**config.mk**
```make
export PLATFORM = sky130hd
export DESIGN_NAME = log_frame_varint_deframer
export DESIGN_NICKNAME = d
export VERILOG_FILES = /design/src/design/lfvd_pkg.sv /design/src/design/lfvd_in_reg.sv /design/src/design/lfvd_parser.sv /design/src/design/log_frame_varint_deframer.sv
export SDC_FILE = /design/constraint.sdc
export NUM_CORES = 1
export LEC_CHECK = 0
export BUFFER_PORTS_ARGS = -buffer_cell sky130_fd_sc_hd__buf_2
export CAP_MARGIN = 40
export CORE_UTILIZATION = 43
export DETAILED_ROUTE_END_ITERATION = 10
export PLACE_DENSITY_LB_ADDON = 0.08
export SETUP_SLACK_MARGIN = 0.15
export SLEW_MARGIN = 20
export SYNTH_ARGS = -nofsm -noshare
export SYNTH_HDL_FRONTEND = slang
export SYNTH_SLANG_ARGS = --single-unit
```
**constraint.sdc**
```tcl
create_clock -name clk -period 14.7 [get_ports clk]
set_input_delay 2.94 -clock clk [delete_from_list [all_inputs] [get_ports clk]]
set_output_delay 2.94 -clock clk [all_outputs]
set_load 0.1 [all_outputs]
```
**src/design/lfvd_pkg.sv**
```systemverilog
// Shared constants and the result record for the log frame varint deframer.
package lfvd_pkg;

  // Flags byte layout.
  localparam int unsigned LevelShift = 3;
  localparam logic [7:0]  LevelMask  = 8'd7;
  localparam logic [7:0]  TsMask     = 8'd1;
  localparam int unsigned FractShift = 1;
  localparam logic [7:0]  FractMask  = 8'd3;

  // Varint decoding limits.
  localparam int unsigned VarintCountW   = 4;
  localparam logic [VarintCountW-1:0] MaxVarintBytes = 4'd10;
  localparam int unsigned VarintBits     = 7;
  localparam int unsigned ShiftW         = 7;
  localparam logic [7:0]  GroupMask      = 8'h7f;
  localparam logic [7:0]  ContinueMask   = 8'h80;

  // Result kinds.
  localparam logic KindHeader = 1'b0;
  localparam logic KindData   = 1'b1;

  typedef struct packed {
    logic        kind;
    logic [2:0]  level;
    logic        has_timestamp;
    logic [1:0]  fraction_unit;
    logic [63:0] seconds;
    logic [63:0] fraction;
    logic [63:0] payload_length;
    logic [7:0]  payload_byte;
    logic        frame_end;
    logic        varint_overflow;
  } result_t;

endpackage

```
**src/design/lfvd_in_reg.sv**
```systemverilog
// Input register that captures one stream byte per request.
module lfvd_in_reg (
  input  logic       clk,
  input  logic       rst,
  input  logic       byte_valid,
  input  logic [7:0] stream_byte,
  output logic       byte_stall,
  output logic       q_valid,
  output logic [7:0] q_byte,
  input  logic       take_stall
);

  // The held byte leaves whenever the parser is not stalled.
  assign byte_stall = q_valid && take_stall;

  always_ff @(posedge clk) begin
    if (rst) begin
      q_valid <= 1'b0;
    end else if (!byte_stall) begin
      q_valid <= byte_valid;
    end
  end

  always_ff @(posedge clk) begin
    if (byte_valid && !byte_stall) begin
      q_byte <= stream_byte;
    end
  end

endmodule

```
**src/design/lfvd_parser.sv**
```systemverilog
// Frame parser: phase tracking, varint accumulation and the result register.
module lfvd_parser (
  input  logic             clk,
  input  logic             rst,
  input  logic             q_valid,
  input  logic [7:0]       q_byte,
  output logic             stage_stall,
  output logic             result_valid,
  output lfvd_pkg::result_t result,
  input  logic             result_stall
);

  typedef enum logic [2:0] {
    PH_FLAGS    = 3'd0,
    PH_SECONDS  = 3'd1,
    PH_FRACTION = 3'd2,
    PH_LENGTH   = 3'd3,
    PH_DATA     = 3'd4
  } phase_t;

  phase_t                              phase, phase_next;
  logic [7:0]                          frame_flags, frame_flags_next;
  logic [63:0]                         acc, acc_next;
  logic [lfvd_pkg::VarintCountW-1:0]   cnt, cnt_next;
  logic [63:0]                         seconds_held, seconds_held_next;
  logic [63:0]                         fraction_held, fraction_held_next;
  logic [63:0]                         remaining, remaining_next;
  logic                                ovf, ovf_next;

  logic                                step;
  logic                                produce;
  lfvd_pkg::result_t                   res_next;

  // Varint absorb of the current byte.
  logic [6:0]                          pay;
  logic [lfvd_pkg::ShiftW-1:0]         sh;
  logic [63+7:0]                       shifted;
  logic [63:0]                         acc_abs;
  logic                                ovf_abs;
  logic [lfvd_pkg::VarintCountW-1:0]   cnt_abs;
  logic                                done;
  logic [63:0]                         rem_dec;
  logic                                ts;
  logic [1:0]                          unit;
  logic [7:0]                          level_bits;
  logic [7:0]                          unit_bits;

  assign stage_stall = result_valid && result_stall;
  assign step        = q_valid && !stage_stall;

  assign pay     = 7'(q_byte & lfvd_pkg::GroupMask);
  assign done    = (q_byte & lfvd_pkg::ContinueMask) == 8'd0;
  assign sh      = lfvd_pkg::ShiftW'(cnt) * lfvd_pkg::ShiftW'(lfvd_pkg::VarintBits);
  assign shifted = {64'd0, pay} << sh[5:0];
  assign rem_dec = remaining - 64'd1;

  assign level_bits = (frame_flags >> lfvd_pkg::LevelShift) & lfvd_pkg::LevelMask;
  assign unit_bits  = (frame_flags >> lfvd_pkg::FractShift) & lfvd_pkg::FractMask;
  assign ts         = (frame_flags & lfvd_pkg::TsMask) != 8'd0;
  assign unit       = unit_bits[1:0];

  always_comb begin
    acc_abs = acc;
    ovf_abs = ovf;
    cnt_abs = cnt;
    if (cnt < lfvd_pkg::MaxVarintBytes) begin
      if (sh < lfvd_pkg::ShiftW'(64)) begin
        acc_abs = acc | shifted[63:0];
        if (shifted[70:64] != 7'd0) begin
          ovf_abs = 1'b1;
        end
      end else if (pay != 7'd0) begin
        ovf_abs = 1'b1;
      end
      cnt_abs = cnt + lfvd_pkg::VarintCountW'(1);
    end else if (pay != 7'd0) begin
      ovf_abs = 1'b1;
    end
  end

  always_comb begin
    phase_next         = phase;
    frame_flags_next   = frame_flags;
    acc_next           = acc;
    cnt_next           = cnt;
    seconds_held_next  = seconds_held;
    fraction_held_next = fraction_held;
    remaining_next     = remaining;
    ovf_next           = ovf;
    produce            = 1'b0;
    res_next           = '0;
    if (step) begin
      case (phase)
        PH_SECONDS, PH_FRACTION, PH_LENGTH: begin
          ovf_next = ovf_abs;
          if (!done) begin
            acc_next = acc_abs;
            cnt_next = cnt_abs;
          end else begin
            acc_next = 64'd0;
            cnt_next = '0;
            case (phase)
              PH_SECONDS: begin
                seconds_held_next = acc_abs;
                phase_next = (unit != 2'd0) ? PH_FRACTION : PH_LENGTH;
              end
              PH_FRACTION: begin
                fraction_held_next = acc_abs;
                phase_next = PH_LENGTH;
              end
              default: begin
                remaining_next           = acc_abs;
                produce                  = 1'b1;
                res_next.kind            = lfvd_pkg::KindHeader;
                res_next.level           = level_bits[2:0];
                res_next.has_timestamp   = ts;
                res_next.fraction_unit   = ts ? unit : 2'd0;
                res_next.seconds         = seconds_held;
                res_next.fraction        = fraction_held;
                res_next.payload_length  = acc_abs;
                res_next.frame_end       = acc_abs == 64'd0;
                res_next.varint_overflow = ovf_abs;
                phase_next = (acc_abs != 64'd0) ? PH_DATA : PH_FLAGS;
              end
            endcase
          end
        end
        PH_DATA: begin
          remaining_next        = rem_dec;
          produce               = 1'b1;
          res_next.kind         = lfvd_pkg::KindData;
          res_next.payload_byte = q_byte;
          if (rem_dec == 64'd0) begin
            res_next.frame_end = 1'b1;
            phase_next         = PH_FLAGS;
          end
        end
        default: begin
          // Flags byte; unused phase codes land here as well.
          frame_flags_next   = q_byte;
          ovf_next           = 1'b0;
          acc_next           = 64'd0;
          cnt_next           = '0;
          seconds_held_next  = 64'd0;
          fraction_held_next = 64'd0;
          remaining_next     = 64'd0;
          phase_next = ((q_byte & lfvd_pkg::TsMask) != 8'd0) ? PH_SECONDS : PH_LENGTH;
        end
      endcase
    end
  end

  // The frame fields need no reset: the flags byte that opens each frame clears them.
  always_ff @(posedge clk) begin
    if (rst) begin
      phase        <= PH_FLAGS;
      result_valid <= 1'b0;
    end else begin
      phase <= phase_next;
      if (!stage_stall) begin
        result_valid <= produce;
      end
      if (produce) begin
        result <= res_next;
      end
    end
    frame_flags   <= frame_flags_next;
    acc           <= acc_next;
    cnt           <= cnt_next;
    seconds_held  <= seconds_held_next;
    fraction_held <= fraction_held_next;
    remaining     <= remaining_next;
    ovf           <= ovf_next;
  end

endmodule

```
**src/design/log_frame_varint_deframer.sv**
```systemverilog
// Top level of the log frame varint deframer.
// The completing byte passes the input register, then the result register, to the ports.
// One stream byte per cycle unless a result stalls; the parser absorbs each in one pass.
// A byte is taken while a finished result still waits, as long as the result register frees.
// Reset (rst, synchronous, active high) empties both registers and expects a flags byte.
// Frame state is cleared by each flags byte, so no clearing pass is needed.
module log_frame_varint_deframer (
  input  logic        clk,
  input  logic        rst,
  // Stream byte channel.
  input  logic        byte_valid,
  output logic        byte_stall,
  input  logic [7:0]  stream_byte,
  // Result channel.
  output logic        result_valid,
  input  logic        result_stall,
  output logic        kind,
  output logic [2:0]  level,
  output logic        has_timestamp,
  output logic [1:0]  fraction_unit,
  output logic [63:0] seconds,
  output logic [63:0] fraction,
  output logic [63:0] payload_length,
  output logic [7:0]  payload_byte,
  output logic        frame_end,
  output logic        varint_overflow
);

  // Byte held in the input register, on its way into the parser.
  logic              q_valid;
  logic [7:0]        q_byte;
  // High while the result register is full and its request is stalled.
  logic              stage_stall;
  lfvd_pkg::result_t result;

  // The input register decouples the stream side from the parser so a new
  // request can be taken every cycle while the parser is not stalled.
  lfvd_in_reg u_in_reg (
    .clk         (clk),
    .rst         (rst),
    .byte_valid  (byte_valid),
    .stream_byte (stream_byte),
    .byte_stall  (byte_stall),
    .q_valid     (q_valid),
    .q_byte      (q_byte),
    .take_stall  (stage_stall)
  );

  // The parser walks flags, seconds, fraction, length and data phases and
  // loads a result into its output register for header and data bytes.
  lfvd_parser u_parser (
    .clk          (clk),
    .rst          (rst),
    .q_valid      (q_valid),
    .q_byte       (q_byte),
    .stage_stall  (stage_stall),
    .result_valid (result_valid),
    .result       (result),
    .result_stall (result_stall)
  );

  // Break the result record out onto its own ports.
  assign kind            = result.kind;
  assign level           = result.level;
  assign has_timestamp   = result.has_timestamp;
  assign fraction_unit   = result.fraction_unit;
  assign seconds         = result.seconds;
  assign fraction        = result.fraction;
  assign payload_length  = result.payload_length;
  assign payload_byte    = result.payload_byte;
  assign frame_end       = result.frame_end;
  assign varint_overflow = result.varint_overflow;

endmodule

```
==> summary.txt, run 1 <==
Status
  – Status: finished, final reports clean

Cells and area
  – Layout cells sized above 1: 20.88%
  – Layout overhead on the synthesized area: 18.05%
  – Final #Nets: 1796
  – Most common cell after layout, fill and taps aside: edfxtp_1
  – Final Util: 51.52%
  – Commonest cells after routing, fill and taps aside: 484 x edfxtp_1, 224 x buf_2, 209 x and2_1
  – Fin cells: 2427

Setup path
  – Crit Path Max Fanout: 3
  – CP max stage delay: 0.44 ns
  – Top Family by Delay on Critical Path: buffers and inverters
  – Crit-path cells: buf_2 > and3_1 > buf_2
  – Buffers & Inverters on Critical Path: 2
  – Worst EP arrival: 3.65 ns
  – Setup CP Type: input pin to output pin
  – Slowest library cell on the worst path: buf_2
  – CP Capture Type: output pin
  – Most common cell type on the critical path: buf_2
  – WP data required: 11.76 ns
  – Startpoint class of the critical path: input pin

Timing
  – Max_slew headroom: 37.94%
  – Fin. Hold Viols: 0
  – Clock Skew: 0.01947 ns
  – Final Cycle Share: 44.86%
  – Achievable frequency: 151.6 MHz
  – Hold WS: 0.5137 ns
  – RSZ-0062 raised after global routing: false
  – Crit path time final: 6.595 ns
  – Setup violators final: 0
  – Setup_tns: 0 ns
  – Max Slew Vio Count: 0
  – Slew @ Worst Pin: 0.9254 ns

Clocking
  – Number of hold buffers added after CTS: 0
  – CTS resizes: 0
  – Clk pin slew, worst setup/hold paths: 0.06 ns
  – CTS tree: done
  – Total CTS buffers: 52
  – Worst-skew pair later-pin latency: 0.60 ns
  – Setup bufs post-CTS: 0
  – H-tree Lvls: 2
  – CTS root buf: clkbuf_16
  – Clock Path Buffers: 3
  – Clock Sinks: 489

Placement
  – Port bufs: 222
  – Routability cong.: 0.9208
  – DP HPWL: 38.67 mm
  – Placed Cells: 2327

Synthesis
  – Number of synthesized register bits: 489
  – Number of synthesized flops with an enable pin: 484
  – Top cells by area, synth: edfxtp_1 70%, and2_1 6.3%, nor2_1 3.3%
  – Most used DFF post-synth: edfxtp_1
  – Ys Warns: 0
  – Cell count after synthesis: 1531
  – Synth Net Count: 1556
  – Seq/Total Area, Yosys: 70.23%
  – Post-synth top area cell: edfxtp_1
  – Syn Area/Cell: 13.61 um^2
  – Synthesized area: 0.02084 mm^2
  – Top-area cell type share of the netlist area: 69.75%
  – Distinct cell type count after synthesis: 69
  – Ys async rst share: 0%

Floorplan
  – Initial core utilization: 43.64%
  – I/O pins: 223
  – Core area: 0.04775 mm^2
  – Rows: 80
  – Die extent in x: 222.1 um
  – Die Footprint: 0.04934 mm^2
  – Die Ht: 222.1 um

Global routing
  – Vias in the first global route: 13218
  – First-pass GRT wire length: 84.91 mm
  – Largest net degree at the start of global routing: 72
  – Total gr overflow: 0
  – GRT Overall Usage: 22.93%
  – Initial antenna violation count: 0

Min path
  – Hold Crit Class: register to register

Pwr
  – LEAKAGE: 8.812 nW
  – Peak supply drop: 0.00007253 V
  – Pwr dens: 129.3 mW/mm^2

Routing
  – Per-cell routed wire length: 23.32 um
  – DRT Wirelength: 56.60 mm
  – Residual DRC: 0
  – First-pass DRT Iterations: 7
  – Post-route ant nets: 0
  – Iteration-0 DRC count of the detailed router: 1187
  – Vias/cell: 5.628
  – DR vias: 13659

Job
  – Max-cap violations: 0
power breakdown:
group	leakage [nW]	switching, W	total (W)	internal [W]
clock network	0.816	0.000540	0.00130	0.000761
registers	4.67	0.0000293	0.00161	0.00158
logic	3.32	0.000193	0.000270	0.0000764
logic make-up (layout without fill, tap and decap cells):
group | after synthesis | count (layout) | synth area share [%]
other | 0 | 2 | 0
and+or+nand+nor | 640 | 640 | 17.09
xor gates and xnor gates | 58 | 58 | 2.438
DFF | 489 | 489 | 70.23
muxes | 18 | 18 | 0.9847
buffers and inverters | 98 | 377 | 1.807
adders and majority gates | 13 | 13 | 0.9247
AOI/OAI and AO/OA | 215 | 215 | 6.527
layout make-up:
| type | instances | area [um^2] |
|---|---|---|
| Antenna cell | 2 | 5.005 |
| Timing Repair Buffer | 264 | 1551 |
| Clock inverter | 23 | 259.0 |
| Clock buffer | 70 | 1411 |
| Fill cell | 4168 | 23150 |
| Multi-Input combinational cell | 944 | 5893 |
| Tap cell | 615 | 769.5 |
| Inverter | 20 | 75.07 |
| Sequential cell | 489 | 14630 |
flip-flops by register name (all words and copies together) (netlist names):
name,flops
u_parser.result,209
u_parser.acc,64
u_parser.fraction_held,64
u_parser.remaining,64
u_parser.seconds_held,64
u_in_reg.q_byte,8
u_parser.frame_flags,6
u_parser.cnt,4
u_parser.phase,3
u_in_reg.q_valid,1
u_parser.ovf,1
u_parser.result_valid,1
worst register-to-register path: cells and delay by family (launching register included):
kind | cells | cell delay, ns
flops | 1 | 0.90
simple gates | 5 | 1.85
compound gates | 3 | 0.88
fa+ha+maj | 2 | 1.28
mux | 1 | 0.41
buf+inv | 1 | 0.22
through the flow:
step                setup WS [ns]  total power, W  instance area, um^2
floorplan                   4.693        0.001784                20840
global placement            8.106        0.001894                22690
detailed placement          8.111        0.001899                22830
CTS                         8.104        0.003202                24500
global route                8.078        0.003277                24590
finish                      8.105        0.003180                24600
worst paths after layout:
kind | start | to | slack [ns] | cells after the start
min reg2reg | u_parser.seconds_held[48] | u_parser.result[186] | 0.51 | 1
max reg2reg | u_parser.cnt[0] | u_parser.result[1] | 9.05 | 12
min | u_parser.seconds_held[48] | u_parser.result[186] | 0.51 | 1
max | result_stall | byte_stall | 8.11 | 3
layer usage:
metal	vias up	track usage, %	routed length (um)
li1	6231	-	-
met1	6789	33.47	25450
met3	91	4.095	3803
met2	548	34.64	25690
met4	0	7.572	1649
met5	-	0	0
cells in the mapped netlist (all sizes together), types with 4 or more instances:
library cell,number
a211oi,10
o22ai,60
clkbuf,66
nand4,29
and2,209
o21a,4
a31oi,12
inv,20
a21o,9
dfxtp,5
or2,14
mux2,7
nand2b,8
or4,18
nor2b,5
buf,12
fa,4
nand2,30
mux2i,10
nor2,181
nor4b,4
a21oi,70
and3,18
o31ai,9
nor3b,5
nand3,21
o21ai,13
xnor2,36
nor3,23
nor4,40
ha,9
nand3b,4
xor2,22
or3,19
edfxtp,484
No activity file was read; power rests on OpenSTA's default activity.
==> inputs of run 2 (changes only) <==
clock period = 6.15 ns   (was 14.7 ns; I/O delays follow)
==> run 2 against run 1 <==
  * Clock skew up 0.013 ns
  * Register-to-register slack worse by 7.8 ns
  * Non-clock buffer count down 2
  * Sequential power up 140%
  * Flip-flop and latch count is the same
  * Critical path type is now register to register
  * Critical endpoint is now u_parser.result[1]
  * Largest power group unchanged
==> summary.txt, run 2 (synthesis gave the netlist of run 1 again) <==
Status
  – Status: finished, final reports clean

Pwr
  – Clk network pwr share: 40.7% (-0.2 points)
  – Combinational Power Share: 8.2% (-0.3 points)
  – Peak supply drop: 0.0001966 V (+170%)
  – LEAKAGE: 8.777 nW (-0.39%)
  – Total power: 0.007526 W (+140%)
  – Int Pwr: 0.005685 W (+140%)
  – Net Sw Power: 0.001841 W (+140%)
  – Sw Share: 24.47% (+0.48 points)
  – Register share of total power: 51.1% (+0.5 points)
  – Pwr dens: 306.7 mW/mm^2 (+140%)

Routing
  – Per-cell routed wire length: 24.41 um (+4.7%)
  – Iteration-0 DRC count of the detailed router: 1127 (-5.1%)
  – Vias/cell: 5.711 (+1.5%)
  – Residual DRC: 0 (unchanged)
  – DR vias: 13832 (+1.3%)
  – DRT Wirelength: 59.12 mm (+4.5%)
  – Post-route ant nets: 0 (unchanged)
  – First-pass DRT Iterations: 5 (-2)

Cells and area
  – Max reg flops: 209 (unchanged)
  – Most common cell after layout, fill and taps aside: edfxtp_1
  – Fin cells: 2422 (-0.21%)
  – Final #Nets: 1793 (-0.17%)
  – # fillers: 4191 (+0.55%)
  – Biggest register: u_parser.result
  – Ant diodes: 0 (-2)
  – Layout overhead on the synthesized area: 17.77%
  – Layout cells sized above 1: 21.25% (+0.37 points)
  – Commonest cells after routing, fill and taps aside: 484 x edfxtp_1, 226 x buf_2, 209 x and2_1

Clocking
  – Clock Sinks: 489 (unchanged)
  – Worst-skew pair later-pin latency: 0.61 ns (about the same)
  – Total CTS buffers: 51 (-1.9%)
  – CTS tree: done
  – CTS resizes: 0 (unchanged)
  – H-tree Lvls: 2 (unchanged)
  – CTS root buf: clkbuf_16
  – Setup bufs post-CTS: 0 (unchanged)
  – Clock Path Buffers: 3 (unchanged)
  – Number of hold buffers added after CTS: 0 (unchanged)
  – Clk pin slew, worst setup/hold paths: 0.06 ns (about the same)

Global routing
  – Largest net degree at the start of global routing: 84 (+17%)
  – Vias in the first global route: 13490 (+2.1%)
  – GRT Overall Usage: 23.96% (+1.0 points)
  – Routing usage on met2: 36.92% (+2.3 points)
  – Total gr overflow: 0 (unchanged)
  – Met1 GRT Util: 34.39% (+0.93 points)
  – M3 GR Usage: 3.644% (-0.45 points)
  – Initial antenna violation count: 0 (unchanged)
  – GRT busiest layer: met2
  – First-pass GRT wire length: 88.04 mm (+3.7%)

Setup path
  – Top Family by Delay on Critical Path: simple AND/OR/NAND/NOR gates
  – Crit-path cells: buf_8 > fa_1 > ha_1 > inv_1 > fa_1 > buf_4 > inv_1 > nand2_1 > o211ai_1 > a21oi_1 > and4b_1 > nand4_1 > or3_1 > nor4_2 > a21o_1
  – Setup CP Type: register to register
  – WP data required: 6.61 ns (-5.15 ns)
  – Buffers & Inverters on Critical Path: 4 (+2)
  – CP max stage delay: 0.54 ns (+0.10 ns)
  – CP Capture Type: register
  – Startpoint class of the critical path: register
  – Slowest library cell on the worst path: fa_1
  – Crit Path Max Fanout: 23 (+20)
  – Worst EP arrival: 5.35 ns (+1.70 ns)

Timing
  – Achievable frequency: 204.4 MHz
  – Max Slew Vio Count: 0 (unchanged)
  – Final Cycle Share: 79.57%
  – Fin. Hold Viols: 0 (unchanged)
  – Clock Skew: 0.03219 ns (+0.01272 ns)
  – Max_slew headroom: 34.35% (-3.6 points)
  – RSZ-0062 raised after global routing: false
  – Slew @ Worst Pin: 0.9805 ns (+0.05512 ns)
  – Setup_tns: 0 ns (unchanged)
  – Setup violators final: 0 (unchanged)
  – Crit path time final: 4.893 ns

Floorplan
  – Core area: 0.04775 mm^2 (unchanged)
  – Die Ht: 222.1 um (unchanged)
  – Die Footprint: 0.04934 mm^2 (unchanged)
  – Die extent in x: 222.1 um (unchanged)
  – I/O pins: 223 (unchanged)
  – Rows: 80 (unchanged)
  – Initial core utilization: 43.64% (unchanged)

Job
  – Max-cap violations: 0 (unchanged)

Placement
  – Routability cong.: 0.9791 (+6.3%)
  – Port bufs: 222 (unchanged)
  – DP HPWL: 41.26 mm (+6.7%)
  – Placed Cells: 2327 (unchanged)

Min path
  – Hold Crit Class: register to register
## run 2: changes by cell type in the layout (fill, tap and decap cells not counted), moves of 3 or more
cell / delta
buf_4: -3
clkbuf_1: -10
clkbuf_16: -3
clkinv_1: +3
clkinv_2: +4
clkinvlp_4: +5
## run 2: power groups by stage
stage | combinational (W) | sequential [W] | clock (W)
global route | 0.000658 | 0.00386 | 0.00322
finish | 0.000615 | 0.00385 | 0.00306
floorplan | 0.000363 | 0.00390 | 0
detailed placement | 0.000601 | 0.00392 | 0
CTS | 0.000604 | 0.00385 | 0.00311
global placement | 0.000585 | 0.00392 | 0
## run 2: final cells by class
| type | instances | area [um^2] | share of cell area [%] |
|---|---|---|---|
| sequential | 489 | 14630 | 59.63 |
| tap | 615 | 769.5 | 3.136 |
| multi-input combinational | 944 | 5894 | 24.02 |
| clock inverter | 35 | 331.6 | 1.351 |
| inverter | 20 | 75.07 | 0.3059 |
| clock buffer | 57 | 1299 | 5.292 |
| timing repair buffer | 262 | 1536 | 6.261 |
## run 2: metrics by stage
stage | setup WS (ns) | hold slack, ns | utilization (%) | instance area, um^2
2_1_floorplan | 0.1723 | 0.4967 | - | 20870
3_3_place_gp | 1.119 | 0.5015 | 47.64 | 22740
3_5_place_dp | 1.010 | 0.5014 | 47.92 | 22880
4_1_cts | 1.012 | 0.5139 | 51.34 | 24510
5_1_grt | 1.108 | 0.5279 | 51.40 | 24540
6_report | 1.257 | 0.5077 | 51.40 | 24540
## run 2: metal layers
| layer | vias up | routed length, um |
|---|---|---|
| met5 | - | 0 |
| met4 | 0 | 1951 |
| met3 | 109 | 3680 |
| met2 | 595 | 27100 |
| met1 | 6920 | 26380 |
| li1 | 6208 | - |
## run 2: worst reg2reg max path: stages, from the launching register on
cell	delay [ns]
edfxtp_1	0.42
buf_8	0.19
fa_1	0.54
ha_1	0.19
inv_1	0.06
fa_1	0.47
buf_4	0.27
inv_1	0.22
nand2_1	0.13
o211ai_1	0.41
a21oi_1	0.43
and4b_1	0.25
nand4_1	0.12
or3_1	0.42
nor4_2	0.47
a21o_1	0.19
## run 2: path summary, 6_finish.rpt
path	from	slack, ns	to	depth (start not counted)
worst max register to register	u_parser.cnt[0]	1.26	u_parser.result[1]	15
worst min register to register	u_parser.seconds_held[26]	0.51	u_parser.result[164]	1
worst max-delay path	u_parser.cnt[0]	1.26	u_parser.result[1]	15
worst min-delay path	u_parser.seconds_held[26]	0.51	u_parser.result[164]	1
